$ cat src/rtl/pme_pkg.sv
// ----------------------------------------------------------------------------
// pme_pkg
// Shared widths, register indexes, shape codes, result kinds and the
// restoring division step for the piecewise membership evaluator.
// ----------------------------------------------------------------------------
package pme_pkg;

    // field and datapath widths
    localparam int SAMPLE_W        = 16;
    localparam int FRAC_W          = 15;
    localparam int DEG_W           = FRAC_W + 1;
    localparam int DEN_W           = SAMPLE_W;
    localparam int REM_W           = DEN_W + 1;
    localparam int QUO_W           = FRAC_W + 1;
    localparam int PROD_W          = 2 * QUO_W;
    localparam int SQ_W            = QUO_W + 1;
    localparam int MODE_W          = 3;
    localparam int CFG_IDX_W       = 3;
    localparam int CFG_DATA_W      = SAMPLE_W;
    localparam int S_TDATA_W       = 16;
    localparam int M_TDATA_W       = 24;

    // divider pipeline shape: one quotient bit per step
    localparam int STEPS_PER_STAGE = 2;
    localparam int DIV_STAGES      = QUO_W / STEPS_PER_STAGE;

    // 1.0 in the degree format
    localparam logic [DEG_W-1:0] ONE_Q = DEG_W'(1) << FRAC_W;

    // configuration register indexes
    localparam logic [CFG_IDX_W-1:0] REG_SHAPE_MODE = 3'd0;
    localparam logic [CFG_IDX_W-1:0] REG_POINT_A    = 3'd1;
    localparam logic [CFG_IDX_W-1:0] REG_POINT_B    = 3'd2;
    localparam logic [CFG_IDX_W-1:0] REG_POINT_C    = 3'd3;
    localparam logic [CFG_IDX_W-1:0] REG_POINT_D    = 3'd4;

    // shape codes
    localparam logic [MODE_W-1:0] MODE_RISING    = 3'd0;
    localparam logic [MODE_W-1:0] MODE_TRIANGLE  = 3'd1;
    localparam logic [MODE_W-1:0] MODE_FALLING   = 3'd2;
    localparam logic [MODE_W-1:0] MODE_TRAPEZOID = 3'd3;
    localparam logic [MODE_W-1:0] MODE_SCURVE    = 3'd4;

    // how the final degree is formed from the quotient
    typedef enum logic [2:0] {
        KIND_ZERO,
        KIND_ONE,
        KIND_ERR,
        KIND_RAMP,
        KIND_SRISE,
        KIND_SFALL
    } kind_t;

    // signed difference hi - lo, known to be non-negative where it is used
    function automatic logic [DEN_W-1:0] diff_u(input logic signed [SAMPLE_W-1:0] hi,
                                                 input logic signed [SAMPLE_W-1:0] lo);
        logic signed [SAMPLE_W:0] t;
        t = {hi[SAMPLE_W-1], hi} - {lo[SAMPLE_W-1], lo};
        return t[DEN_W-1:0];
    endfunction

    // one restoring step: optional doubling, compare, subtract
    // result is {quotient bit, new remainder}
    function automatic logic [REM_W:0] div_step(input logic [REM_W-1:0] r,
                                                input logic [DEN_W-1:0] den,
                                                input logic             dbl);
        logic [REM_W-1:0] rs;
        logic             ge;
        rs = dbl ? {r[REM_W-2:0], 1'b0} : r;
        ge = (rs >= {1'b0, den});
        return {ge, ge ? (rs - {1'b0, den}) : rs};
    endfunction

endpackage

$ cat src/rtl/pme_front.sv
// ----------------------------------------------------------------------------
// pme_front
// First pipeline stage: compares the sample with the breakpoints, checks
// their ordering for the selected shape and picks the ramp operands.
// ----------------------------------------------------------------------------
module pme_front
(
    input  logic                                  clk,
    input  logic                                  rst_n,
    input  logic                                  in_valid,
    output logic                                  in_ready,
    input  logic signed [pme_pkg::SAMPLE_W-1:0]   sample,
    input  logic [pme_pkg::MODE_W-1:0]            shape_mode,
    input  logic signed [pme_pkg::SAMPLE_W-1:0]   point_a,
    input  logic signed [pme_pkg::SAMPLE_W-1:0]   point_b,
    input  logic signed [pme_pkg::SAMPLE_W-1:0]   point_c,
    input  logic signed [pme_pkg::SAMPLE_W-1:0]   point_d,
    output logic                                  out_valid,
    input  logic                                  out_ready,
    output pme_pkg::kind_t                        out_kind,
    output logic [pme_pkg::DEN_W-1:0]             out_num,
    output logic [pme_pkg::DEN_W-1:0]             out_den
);
    import pme_pkg::*;

    logic              valid_reg;
    kind_t             kind_reg;
    kind_t             kind_next;
    logic [DEN_W-1:0]  num_reg;
    logic [DEN_W-1:0]  num_next;
    logic [DEN_W-1:0]  den_reg;
    logic [DEN_W-1:0]  den_next;
    logic              lt_a;
    logic              lt_b;
    logic              lt_c;
    logic              lt_d;
    logic              ab_ok;
    logic              bc_ok;
    logic              cd_ok;

    // comparisons for the shapes; lt_d and cd_ok serve only the trapezoid
    assign lt_a  = (sample < point_a);
    assign lt_b  = (sample < point_b);
    assign lt_c  = (sample < point_c);
    assign lt_d  = (sample < point_d);
    assign ab_ok = (point_a < point_b);
    assign bc_ok = (point_b < point_c);
    assign cd_ok = (point_c < point_d);

    // region select per shape
    always_comb
    begin
        kind_next = KIND_ZERO;
        num_next  = diff_u(sample, point_a);
        den_next  = diff_u(point_b, point_a);
        case (shape_mode)
            MODE_RISING:
            begin
                if (!ab_ok)      kind_next = KIND_ERR;
                else if (lt_a)   kind_next = KIND_ZERO;
                else if (!lt_b)  kind_next = KIND_ONE;
                else             kind_next = KIND_RAMP;
            end
            MODE_TRIANGLE:
            begin
                if (!(ab_ok && bc_ok))  kind_next = KIND_ERR;
                else if (lt_a || !lt_c) kind_next = KIND_ZERO;
                else if (lt_b)          kind_next = KIND_RAMP;
                else
                begin
                    kind_next = KIND_RAMP;
                    num_next  = diff_u(point_c, sample);
                    den_next  = diff_u(point_c, point_b);
                end
            end
            MODE_FALLING:
            begin
                num_next = diff_u(point_b, sample);
                if (!ab_ok)      kind_next = KIND_ERR;
                else if (lt_a)   kind_next = KIND_ONE;
                else if (!lt_b)  kind_next = KIND_ZERO;
                else             kind_next = KIND_RAMP;
            end
            MODE_TRAPEZOID:
            begin
                if (!(ab_ok && bc_ok && cd_ok)) kind_next = KIND_ERR;
                else if (lt_a || !lt_d)         kind_next = KIND_ZERO;
                else if (!lt_b && lt_c)         kind_next = KIND_ONE;
                else if (lt_b)                  kind_next = KIND_RAMP;
                else
                begin
                    kind_next = KIND_RAMP;
                    num_next  = diff_u(point_d, sample);
                    den_next  = diff_u(point_d, point_c);
                end
            end
            MODE_SCURVE:
            begin
                den_next = diff_u(point_c, point_a);
                if (!(ab_ok && bc_ok)) kind_next = KIND_ERR;
                else if (lt_a)         kind_next = KIND_ZERO;
                else if (!lt_c)        kind_next = KIND_ONE;
                else if (lt_b)         kind_next = KIND_SRISE;
                else
                begin
                    kind_next = KIND_SFALL;
                    num_next  = diff_u(point_c, sample);
                end
            end
            default:
            begin
                kind_next = KIND_ZERO;
            end
        endcase
    end

    // stage register
    assign in_ready = !valid_reg || out_ready;

    always_ff @(posedge clk or negedge rst_n)
    begin
        if (!rst_n)
            valid_reg <= 1'b0;
        else if (in_ready)
            valid_reg <= in_valid;
    end

    always_ff @(posedge clk)
    begin
        if (in_ready && in_valid)
        begin
            kind_reg <= kind_next;
            num_reg  <= num_next;
            den_reg  <= den_next;
        end
    end

    assign out_valid = valid_reg;
    assign out_kind  = kind_reg;
    assign out_num   = num_reg;
    assign out_den   = den_reg;

    // a ramp never divides by zero and never exceeds its segment
    assert property (@(posedge clk) disable iff (!rst_n)
        out_valid && (out_kind == KIND_RAMP || out_kind == KIND_SRISE ||
                      out_kind == KIND_SFALL) |-> (out_den != '0) && (out_num <= out_den))
        else $error("pme_front: ramp operands out of range");

    // s-curve never reaches the end of its segment
    assert property (@(posedge clk) disable iff (!rst_n)
        out_valid && (out_kind == KIND_SRISE || out_kind == KIND_SFALL) |-> out_num < out_den)
        else $error("pme_front: s-curve distance reaches segment width");

    // a held beat keeps its place
    assert property (@(posedge clk) disable iff (!rst_n)
        out_valid && !out_ready |=> out_valid && $stable(out_kind))
        else $error("pme_front: stalled beat lost");

endmodule

$ cat src/rtl/pme_div.sv
// ----------------------------------------------------------------------------
// pme_div
// Pipelined restoring divider: quotient = floor(num * 2^FRAC_W / den),
// two quotient bits per stage, result kind carried alongside.
// ----------------------------------------------------------------------------
module pme_div
(
    input  logic                          clk,
    input  logic                          rst_n,
    input  logic                          in_valid,
    output logic                          in_ready,
    input  pme_pkg::kind_t                in_kind,
    input  logic [pme_pkg::DEN_W-1:0]     in_num,
    input  logic [pme_pkg::DEN_W-1:0]     in_den,
    output logic                          out_valid,
    input  logic                          out_ready,
    output pme_pkg::kind_t                out_kind,
    output logic [pme_pkg::QUO_W-1:0]     out_quo
);
    import pme_pkg::*;

    logic [DIV_STAGES-1:0] valid_reg;
    logic [REM_W-1:0]      rem_reg  [DIV_STAGES];
    logic [QUO_W-1:0]      quo_reg  [DIV_STAGES];
    logic [DEN_W-1:0]      den_reg  [DIV_STAGES];
    kind_t                 kind_reg [DIV_STAGES];

    logic [DIV_STAGES:0]   st_valid;
    logic [DIV_STAGES:0]   rdy;
    logic [REM_W-1:0]      st_rem   [DIV_STAGES+1];
    logic [QUO_W-1:0]      st_quo   [DIV_STAGES+1];
    logic [DEN_W-1:0]      st_den   [DIV_STAGES+1];
    kind_t                 st_kind  [DIV_STAGES+1];

    // pipeline entry
    assign st_valid[0] = in_valid;
    assign st_rem[0]   = {1'b0, in_num};
    assign st_quo[0]   = '0;
    assign st_den[0]   = in_den;
    assign st_kind[0]  = in_kind;
    assign rdy[DIV_STAGES] = out_ready;
    assign in_ready    = rdy[0];

    for (genvar s = 0; s < DIV_STAGES; s++)
    begin : g_stage
        logic [REM_W-1:0] rem_next;
        logic [QUO_W-1:0] quo_next;
        logic [REM_W:0]   step_res;

        // two dependent subtract steps
        always_comb
        begin
            rem_next = st_rem[s];
            quo_next = st_quo[s];
            step_res = '0;
            for (int k = 0; k < STEPS_PER_STAGE; k++)
            begin
                step_res = div_step(rem_next, st_den[s], (s * STEPS_PER_STAGE + k) != 0);
                rem_next = step_res[REM_W-1:0];
                quo_next = {quo_next[QUO_W-2:0], step_res[REM_W]};
            end
        end

        // stage advances when empty or the next one takes its beat
        assign rdy[s] = !valid_reg[s] || rdy[s+1];

        always_ff @(posedge clk or negedge rst_n)
        begin
            if (!rst_n)
                valid_reg[s] <= 1'b0;
            else if (rdy[s])
                valid_reg[s] <= st_valid[s];
        end

        always_ff @(posedge clk)
        begin
            if (rdy[s] && st_valid[s])
            begin
                rem_reg[s]  <= rem_next;
                quo_reg[s]  <= quo_next;
                den_reg[s]  <= st_den[s];
                kind_reg[s] <= st_kind[s];
            end
        end

        assign st_valid[s+1] = valid_reg[s];
        assign st_rem[s+1]   = rem_reg[s];
        assign st_quo[s+1]   = quo_reg[s];
        assign st_den[s+1]   = den_reg[s];
        assign st_kind[s+1]  = kind_reg[s];
    end

    assign out_valid = st_valid[DIV_STAGES];
    assign out_kind  = st_kind[DIV_STAGES];
    assign out_quo   = st_quo[DIV_STAGES];

    // quotient of a ramp never passes 1.0
    assert property (@(posedge clk) disable iff (!rst_n)
        out_valid && (out_kind == KIND_RAMP || out_kind == KIND_SRISE ||
                      out_kind == KIND_SFALL) |-> out_quo <= ONE_Q)
        else $error("pme_div: quotient above 1.0");

    // final remainder stays below the divisor
    assert property (@(posedge clk) disable iff (!rst_n)
        out_valid && (out_kind == KIND_RAMP) |-> st_rem[DIV_STAGES] < {1'b0, st_den[DIV_STAGES]})
        else $error("pme_div: remainder not reduced");

    // a held beat is not dropped
    assert property (@(posedge clk) disable iff (!rst_n)
        out_valid && !out_ready |=> out_valid && $stable(out_quo))
        else $error("pme_div: stalled beat lost");

endmodule

$ cat src/rtl/pme_shape.sv
// ----------------------------------------------------------------------------
// pme_shape
// Last two stages: squares the quotient for the s-curve, then forms the
// saturated degree and the ordering flag into the output register.
// ----------------------------------------------------------------------------
module pme_shape
(
    input  logic                          clk,
    input  logic                          rst_n,
    input  logic                          in_valid,
    output logic                          in_ready,
    input  pme_pkg::kind_t                in_kind,
    input  logic [pme_pkg::QUO_W-1:0]     in_quo,
    output logic                          out_valid,
    input  logic                          out_ready,
    output logic [pme_pkg::DEG_W-1:0]     out_degree,
    output logic                          out_error
);
    import pme_pkg::*;

    logic              mul_valid_reg;
    kind_t             mul_kind_reg;
    logic [QUO_W-1:0]  mul_quo_reg;
    logic [PROD_W-1:0] mul_prod_reg;
    logic              mul_ready;

    logic              fin_valid_reg;
    logic [DEG_W-1:0]  fin_degree_reg;
    logic [DEG_W-1:0]  fin_degree_next;
    logic              fin_error_reg;
    logic              fin_error_next;
    logic              fin_ready;
    logic [SQ_W-1:0]   sq;

    // square stage
    assign fin_ready = !fin_valid_reg || out_ready;
    assign mul_ready = !mul_valid_reg || fin_ready;
    assign in_ready  = mul_ready;

    always_ff @(posedge clk or negedge rst_n)
    begin
        if (!rst_n)
            mul_valid_reg <= 1'b0;
        else if (mul_ready)
            mul_valid_reg <= in_valid;
    end

    always_ff @(posedge clk)
    begin
        if (mul_ready && in_valid)
        begin
            mul_kind_reg <= in_kind;
            mul_quo_reg  <= in_quo;
            mul_prod_reg <= PROD_W'(in_quo) * PROD_W'(in_quo);
        end
    end

    // 2*f*f >> FRAC_W is f*f >> (FRAC_W-1)
    assign sq = mul_prod_reg[FRAC_W-1 +: SQ_W];

    // degree select and saturation
    always_comb
    begin
        fin_degree_next = '0;
        fin_error_next  = 1'b0;
        case (mul_kind_reg)
            KIND_ZERO:  fin_degree_next = '0;
            KIND_ONE:   fin_degree_next = ONE_Q;
            KIND_ERR:   fin_error_next  = 1'b1;
            KIND_RAMP:  fin_degree_next = mul_quo_reg;
            KIND_SRISE: fin_degree_next = (sq > {1'b0, ONE_Q}) ? ONE_Q : sq[DEG_W-1:0];
            KIND_SFALL: fin_degree_next = (sq > {1'b0, ONE_Q}) ? '0 : (ONE_Q - sq[DEG_W-1:0]);
            default:    fin_degree_next = '0;
        endcase
    end

    // output register
    always_ff @(posedge clk or negedge rst_n)
    begin
        if (!rst_n)
            fin_valid_reg <= 1'b0;
        else if (fin_ready)
            fin_valid_reg <= mul_valid_reg;
    end

    always_ff @(posedge clk)
    begin
        if (fin_ready && mul_valid_reg)
        begin
            fin_degree_reg <= fin_degree_next;
            fin_error_reg  <= fin_error_next;
        end
    end

    assign out_valid  = fin_valid_reg;
    assign out_degree = fin_degree_reg;
    assign out_error  = fin_error_reg;

    // flagged ordering always gives zero
    assert property (@(posedge clk) disable iff (!rst_n)
        out_valid && out_error |-> out_degree == '0)
        else $error("pme_shape: error beat with non-zero degree");

    // degree never passes 1.0
    assert property (@(posedge clk) disable iff (!rst_n)
        out_valid |-> out_degree <= ONE_Q)
        else $error("pme_shape: degree above 1.0");

    // a full square stage behind a stalled output waits
    assert property (@(posedge clk) disable iff (!rst_n)
        mul_valid_reg && out_valid && !out_ready |=> mul_valid_reg && $stable(mul_quo_reg))
        else $error("pme_shape: square stage overwritten during stall");

endmodule

$ cat src/rtl/piecewise_membership_eval.sv
// ----------------------------------------------------------------------------
// piecewise_membership_eval
// Fuzzy membership degree of a signed sample for a configurable shape:
// rising, triangle, falling, trapezoid or quadratic s-curve.
// ----------------------------------------------------------------------------
// Usage
//   s_tvalid/s_tready/s_tdata carry one sample per beat; m_tvalid/m_tready/
//   m_tdata return one degree per sample, in order.
//   cfg_wr_en/cfg_index/cfg_wdata write shape_mode (0) and the breakpoints
//   a..d (1..4); write only while the pipeline is empty.
// Pipeline: an accepted sample passes one compare stage, eight divider
//   stages, one square stage and one output register before its result
//   reaches m_tdata.
// Throughput: one sample per cycle while m_tready is high; the divider retires
//   two quotient bits per stage, so every stage can take a new beat each cycle.
// Reset: the pipeline empties and the registers return to trapezoid with
//   a=0, b=1, c=2, d=3.
// Stall: when m_tready is low, beats close up behind the output register
//   and the empty stages still take input; s_tready drops only when every
//   stage is full.
// ----------------------------------------------------------------------------
module piecewise_membership_eval
(
    input  logic                                  clk,
    input  logic                                  rst_n,
    // configuration
    input  logic                                  cfg_wr_en,
    input  logic [pme_pkg::CFG_IDX_W-1:0]         cfg_index,
    input  logic [pme_pkg::CFG_DATA_W-1:0]        cfg_wdata,
    // sample stream
    input  logic                                  s_tvalid,
    output logic                                  s_tready,
    input  logic [pme_pkg::S_TDATA_W-1:0]         s_tdata,   // [15:0] sample
    // result stream
    output logic                                  m_tvalid,
    input  logic                                  m_tready,
    output logic [pme_pkg::M_TDATA_W-1:0]         m_tdata    // [15:0] degree, [16] order_error
);
    import pme_pkg::*;

    logic [MODE_W-1:0]          shape_mode_reg;
    logic signed [SAMPLE_W-1:0] point_a_reg;
    logic signed [SAMPLE_W-1:0] point_b_reg;
    logic signed [SAMPLE_W-1:0] point_c_reg;
    logic signed [SAMPLE_W-1:0] point_d_reg;

    logic              fr_valid;
    logic              fr_ready;
    kind_t             fr_kind;
    logic [DEN_W-1:0]  fr_num;
    logic [DEN_W-1:0]  fr_den;

    logic              dv_valid;
    logic              dv_ready;
    kind_t             dv_kind;
    logic [QUO_W-1:0]  dv_quo;

    logic [DEG_W-1:0]  degree;
    logic              order_error;

    // configuration registers
    always_ff @(posedge clk or negedge rst_n)
    begin
        if (!rst_n)
        begin
            shape_mode_reg <= MODE_TRAPEZOID;
            point_a_reg    <= SAMPLE_W'(0);
            point_b_reg    <= SAMPLE_W'(1);
            point_c_reg    <= SAMPLE_W'(2);
            point_d_reg    <= SAMPLE_W'(3);
        end
        else if (cfg_wr_en)
        begin
            case (cfg_index)
                REG_SHAPE_MODE: shape_mode_reg <= cfg_wdata[MODE_W-1:0];
                REG_POINT_A:    point_a_reg    <= cfg_wdata[SAMPLE_W-1:0];
                REG_POINT_B:    point_b_reg    <= cfg_wdata[SAMPLE_W-1:0];
                REG_POINT_C:    point_c_reg    <= cfg_wdata[SAMPLE_W-1:0];
                REG_POINT_D:    point_d_reg    <= cfg_wdata[SAMPLE_W-1:0];
                default:        ;
            endcase
        end
    end

    // compare and operand stage
    pme_front u_front
    (
        .clk        (clk),
        .rst_n      (rst_n),
        .in_valid   (s_tvalid),
        .in_ready   (s_tready),
        .sample     (s_tdata[SAMPLE_W-1:0]),
        .shape_mode (shape_mode_reg),
        .point_a    (point_a_reg),
        .point_b    (point_b_reg),
        .point_c    (point_c_reg),
        .point_d    (point_d_reg),
        .out_valid  (fr_valid),
        .out_ready  (fr_ready),
        .out_kind   (fr_kind),
        .out_num    (fr_num),
        .out_den    (fr_den)
    );

    // ramp divider
    pme_div u_div
    (
        .clk        (clk),
        .rst_n      (rst_n),
        .in_valid   (fr_valid),
        .in_ready   (fr_ready),
        .in_kind    (fr_kind),
        .in_num     (fr_num),
        .in_den     (fr_den),
        .out_valid  (dv_valid),
        .out_ready  (dv_ready),
        .out_kind   (dv_kind),
        .out_quo    (dv_quo)
    );

    // square, saturate, output register
    pme_shape u_shape
    (
        .clk        (clk),
        .rst_n      (rst_n),
        .in_valid   (dv_valid),
        .in_ready   (dv_ready),
        .in_kind    (dv_kind),
        .in_quo     (dv_quo),
        .out_valid  (m_tvalid),
        .out_ready  (m_tready),
        .out_degree (degree),
        .out_error  (order_error)
    );

    // result beat packing
    assign m_tdata = {(M_TDATA_W - DEG_W - 1)'(0), order_error, degree};

endmodule
$ cat config.mk
export PLATFORM = sky130hd
export DESIGN_NAME = piecewise_membership_eval
export DESIGN_NICKNAME = d
export VERILOG_FILES = /design/src/rtl/pme_pkg.sv /design/src/rtl/pme_front.sv /design/src/rtl/pme_div.sv /design/src/rtl/pme_shape.sv /design/src/rtl/piecewise_membership_eval.sv
export SDC_FILE = /design/constraint.sdc
export NUM_CORES = 2
export LEC_CHECK = 0
export ABC_AREA = 1
export BUFFER_PORTS_ARGS = -buffer_cell sky130_fd_sc_hd__clkbuf_2
export CORE_AREA = 2 2 389 295
export CTS_CLUSTER_DIAMETER = 200
export DETAILED_ROUTE_END_ITERATION = 16
export DIE_AREA = 0 0 391 297
export PLACE_DENSITY = 0.59
export REMOVE_ABC_BUFFERS = 1
export SETUP_SLACK_MARGIN = 0.05
export SLEW_MARGIN = 20
export SYNTH_ARGS = -nofsm -noshare
export SYNTH_HDL_FRONTEND = slang
export SYNTH_SLANG_ARGS = --single-unit
$ cat constraint.sdc
create_clock -name clk -period 7.3 [get_ports clk]
set_clock_uncertainty 0.15 [all_clocks]
set_input_delay 1.095 -clock clk [delete_from_list [all_inputs] [get_ports clk]]
set_output_delay 1.095 -clock clk [all_outputs]
set_load 0.02 [all_outputs]
Word level (Yosys, flattened, before mapping)
Memories as Yosys holds them, arrays and structs flattened. A register that Yosys moved wholly into a read port is not among the register bits.
Index checks and enable logic that the tools add are counted.
- bits in registers: 177
- bits in writable memories: 416
- input port bits: 40
- output and inout bits: 26
- word-level logic and storage cells: 209
- memories: 4
- memory list (memory ; depth ; width ; rd ports ; clocked after memory_dff ; write ports ; line ; RTL):
    u_div.rem_reg ; 8 ; 17 ; 7 ; 0 ; 8 ; pme_div.sv:23 ; logic [REM_W-1:0] rem_reg [DIV_STAGES];
    u_div.den_reg ; 8 ; 16 ; 7 ; 0 ; 8 ; pme_div.sv:25 ; logic [DEN_W-1:0] den_reg [DIV_STAGES];
    u_div.quo_reg ; 8 ; 16 ; 8 ; 0 ; 8 ; pme_div.sv:24 ; logic [QUO_W-1:0] quo_reg [DIV_STAGES];
    u_div.kind_reg ; 8 ; 3 ; 8 ; 1 ; 8 ; pme_div.sv:26 ; kind_t kind_reg [DIV_STAGES];
- add/subtract/negate cells: 25
- $mul: 1
- $lt $le $gt $ge: 24
- equality and inequality tests: 13
- mux-type cells: 71
- reduce and logical (&&, ||, !) cells: 48
- operator list (operator ; number):
    $mux W16 ; 27
    $sub A16 B16 Y16 ; 16
    $ge A17 B16 Y1 ; 15
    $mux W17 ; 8
    $sub A17 B16 Y17 ; 8
    $pmux W16 S4 ; 2
    $lt A16 B16 Y1 ; 7
    $pmux W16 S3 ; 1
    $mul A16 B16 Y31 ; 1
    $mux W3 ; 10
    $eq A3 B2 Y1 const B ; 6
    $mux W1 ; 18
    $gt A17 B16 Y1 const B ; 1
    $ge A16 B16 Y1 ; 1
    $sub A16 B16 Y16 const A ; 1
    $pmux W3 S5 ; 1
    $logic_and A1 B1 Y1 ; 14
    $logic_not A1 Y1 ; 14
    $logic_or A1 B1 Y1 ; 13
    $eq A3 B3 Y1 const B ; 4
    $reduce_and A2 Y1 ; 5
    $eq A3 B1 Y1 const B ; 3
    $mux W2 ; 4
    $logic_not A3 Y1 ; 2

Logic depth before layout (Yosys ltp)
- depth after elaboration: 14
- gate-level depth with buffers: 30
- depth with buffers taken out: 28

Hierarchy
From an unflattened synthesis, not the netlist that was laid out.
- cells, all modules: 6564
- area, all modules: 48467.7 um^2
- by module, submodules not included (module ; times used ; cells an instance ; area an instance (um^2) ; sequential area each (um^2)):
    pme_div ; 1 ; 3596 ; 26744.4 ; 9809.4
    pme_shape ; 1 ; 1253 ; 10095.9 ; 1641.6
    pme_front ; 1 ; 1405 ; 8844.7 ; 1076.0
    piecewise_membership_eval ; 1 ; 310 ; 2782.7 ; 1684.1

Worst setup path after synthesis
OpenSTA, ideal clock, no wires.
- kind: reg2reg
- start: memory u_div.quo_reg[1][61] (netlist bit)
- end: register u_shape.mul_prod_reg[27] (data pin)
- library setup time: 0.252 ns
- data arrival time: 5.524 ns
- data required time: 6.898 ns
- path slack: 1.374 ns
- cell stages (with the launch flop): 25
- path buffers: 2
- clock period less this slack: 5.926 ns
- cells stage by stage: edfxtp_1 > clkbuf_1 > clkbuf_1 > nand2_1 > fa_1 > fa_1 > inv_1 > fa_1 > fa_1 > fa_1 > inv_1 > fa_1 > inv_1 > ha_1 > nand2_1 > nor2_1 > inv_1 > nor3_1 > nand2_1 > nand2_1 > nand2_1 > o21ai_0 > nand3_1 > nand3_1 > nand2_1
- RTL lines (item ; line ; RTL):
    start, declared ; pme_div.sv:24 ;
    end signal, assigned ; pme_shape.sv:54 ; mul_prod_reg <= PROD_W'(in_quo) * PROD_W'(in_quo);
    end, declared ; pme_shape.sv:24 ; logic [PROD_W-1:0] mul_prod_reg;

==> impl_metrics.yaml <==
synth:
  ys_seq_area_frac: 0.319
  synth_edf_count: 408
  synth.area.top_cells: "edfxtp_1, ha_1, nand2_1, fa_1, inv_1"
  synthArstFlopShare: 0.160
  synth_cells: 5498
  synth_top_flop_cell: "edfxtp_1"
  synth-seq-cells: 486
  syn_area_um2: 44600
  synth.most_common_cell: "nand2_1"
  ys_types: 62
  synth_area_leader_cell: "edfxtp_1"
  syn_area_per_cell_um2: 8.11
  yosys_warnings: 0
  yosys.area.top_type_share: 0.275
  synth_top_cells_by_count: "nand2_1, inv_1, ha_1, edfxtp_1, a21oi_1"
die:
  initial_core_util: 0.397
  io_pins: 66
  core_area_um2: 112000
  die_h_um: 297
  die_x_um: 391
  die_area_um2: 116000
  rows: 107
timing:
  setup_violations: 0
  rsz0062_at_grt: "false"
  slew_headroom: 0.277
  setup_slack_ns: 0.845
  hold_violations: 0
  timing.fmax_ghz: 0.155
  fin_crit_sh: 0.884
  slew_violations: 0
  finalCriticalPeriod_ns: 6.45
  hold-worst-slack_ns: 0.246
  worst_slew_pin_slew_ns: 1.08
  setup_tns_ns: 0
worst_setup_path:
  path_cells: "nand2_1 > fa_1 > inv_1 > fa_1 > fa_1 > fa_1 > fa_1 > inv_1 > fa_1 > inv_1 > ha_1 > nand2_1 > nor4_1 > nand3_1 > nand3_1 > a21oi_1 > o21ai_0 > xor2_1"
  reg2reg_from: "u_div.quo_reg[1][60]"
  max_stage_delay_ns: 0.87
  critical-path-top-delay-family: "adder cells"
  crit_arrival_ns: 6.70
  crit_start: "u_div.quo_reg[1][60]"
  cp-start-kind: "flop"
  cp.required_ns: 7.54
  crit_buf_inv: 3
  critPathMostFrequentCell: "fa_1"
  worst-setup-path-type: "reg -> reg"
  endpoint_kind: "flop"
  cpMaxStageDelayCell: "edfxtp_1"
  path_max_fanout: 17
clocking:
  clkLatencyLatePin_ns: 0.66
  cts_made_buffers: 54
  cts_sinks: 486
  post-cts-setup-buffers: 0
  cts_max_level: 2
  cts.clk_slew.worst_paths_ns: 0.07
  post_cts_resized: 0
  cts_tree: "yes"
  cts_buffer_depth: 3
  root_buffer: "clkbuf_16"
  hold_buffers: 0
detailed_routing:
  final_antenna_net_count: 0
  totalWireLength_um: 129000
  drt_iter0_drc: 3347
  viasPerCell: 5.22
  wl_per_cell_um: 18.3
  drcViolationCount: 0
  vias: 36900
  drtPass1Iterations: 6
layout:
  seq_area_um2: 14200
  multiInputGateArea_um2: 26800
  syn_to_final_growth_pct: 8.44
  drive_above_1_share: 0.0606
  nNetsFinal: 6242
  fillers: 11300
  final_cells: 7066
run_status:
  status: "complete, no violations"
hold_path:
  hp-start: "u_div.kind_reg[0][0]"
  min_path_type: "reg -> reg"
place:
  pre_cts_ws_ns: 0.880
  numPortBuffers: 58
  dp_cells: 6965
  gp_congestion: 0.945
  dp_hpwl_um: 106000
grt:
  grt_max_degree: 47
  grt_pass1_wl_um: 199000
  grt_pass1_vias: 33900
  grt.total_usage: 0.220
  grt-ovfl-total: 0
  antenna_found_initial: 3
flow_run:
  maxCapViolCount: 0
area by class of cell:
type | instances | area share
clock buffer | 58 | 0.0288
tap | 1471 | 0.0380
multi-input combinational | 4071 | 0.553
antenna | 1 | 0.0000517
sequential | 486 | 0.294
clock inverter | 42 | 0.00936
inverter | 849 | 0.0659
timing repair buffer | 88 | 0.0107
path summary, 6_finish.rpt:
check	end	slack, ns	depth (start not counted)
max in group asynchronous	u_shape.out_valid	5.72	2
min	u_div.kind_reg[1][0]	0.25	0
min in group asynchronous	point_a_reg[8]	0.26	1
max	u_shape.mul_prod_reg[30]	0.85	18
min reg2reg	u_div.kind_reg[1][0]	0.25	0
max reg2reg	u_shape.mul_prod_reg[30]	0.85	18
layer usage:
metal,vias up,part of all wire,track usage
met5,-,0,0
met2,1153,0.39,0.302
met4,0,0.020,0.0457
met3,127,0.076,0.0381
li1,18300,-,-
met1,17200,0.51,0.352
through the flow:
step	utilization	cell area (um^2)
final	0.430	48400
after global placement	0.414	46500
after CTS	0.430	48400
after floorplan	-	44100
after detailed placement	0.414	46500
after global routing	0.430	48400
cells by family (layout without fill, tap and decap cells):
family,count (synthesis),count (layout),share of synthesized area
AO/OA/AOI/OAI,942,942,0.118
XOR/XNOR,305,305,0.0599
adder cells (fa/ha/maj),652,652,0.213
buffers and inverters,947,1037,0.0830
flip-flops,486,486,0.319
other,1,8,0.0000841
AND/OR/NAND/NOR,2165,2165,0.208
placed cells by master, fill, tap and decap left out, drive strengths merged, types with 2 or more instances in the layout:
cell      netlist  routed
nand2        1394    1394
inv           849     858
ha            474     474
edfxtp        408     408
o21ai         394     394
a21oi         369     369
nand3         320     320
nor2          266     266
fa            178     178
xor2          174     174
xnor2         131     131
clkbuf         52     115
dfrtp          72      72
nand4          63      63
nor3           42      42
a21o           37      37
or2            36      36
buf            46      31
o21bai         25      25
a31oi          24      24
a21boi         23      23
clkinv          0      21
nor4           19      19
nand3b         18      18
o21a           14      14
o211ai          9       9
a31o            8       8
a221oi          8       8
o2111ai         7       7
conb            1       7
clkinvlp        0       7
a211oi          6       6
dfstp           6       6
o22ai           5       5
bufinv          0       5
and3            4       4
o221ai          4       4
o31ai           4       4
a22o            2       2
Power is not shown: default switching activity piles up to over one toggle a cycle in this logic, so the estimate is an artifact.
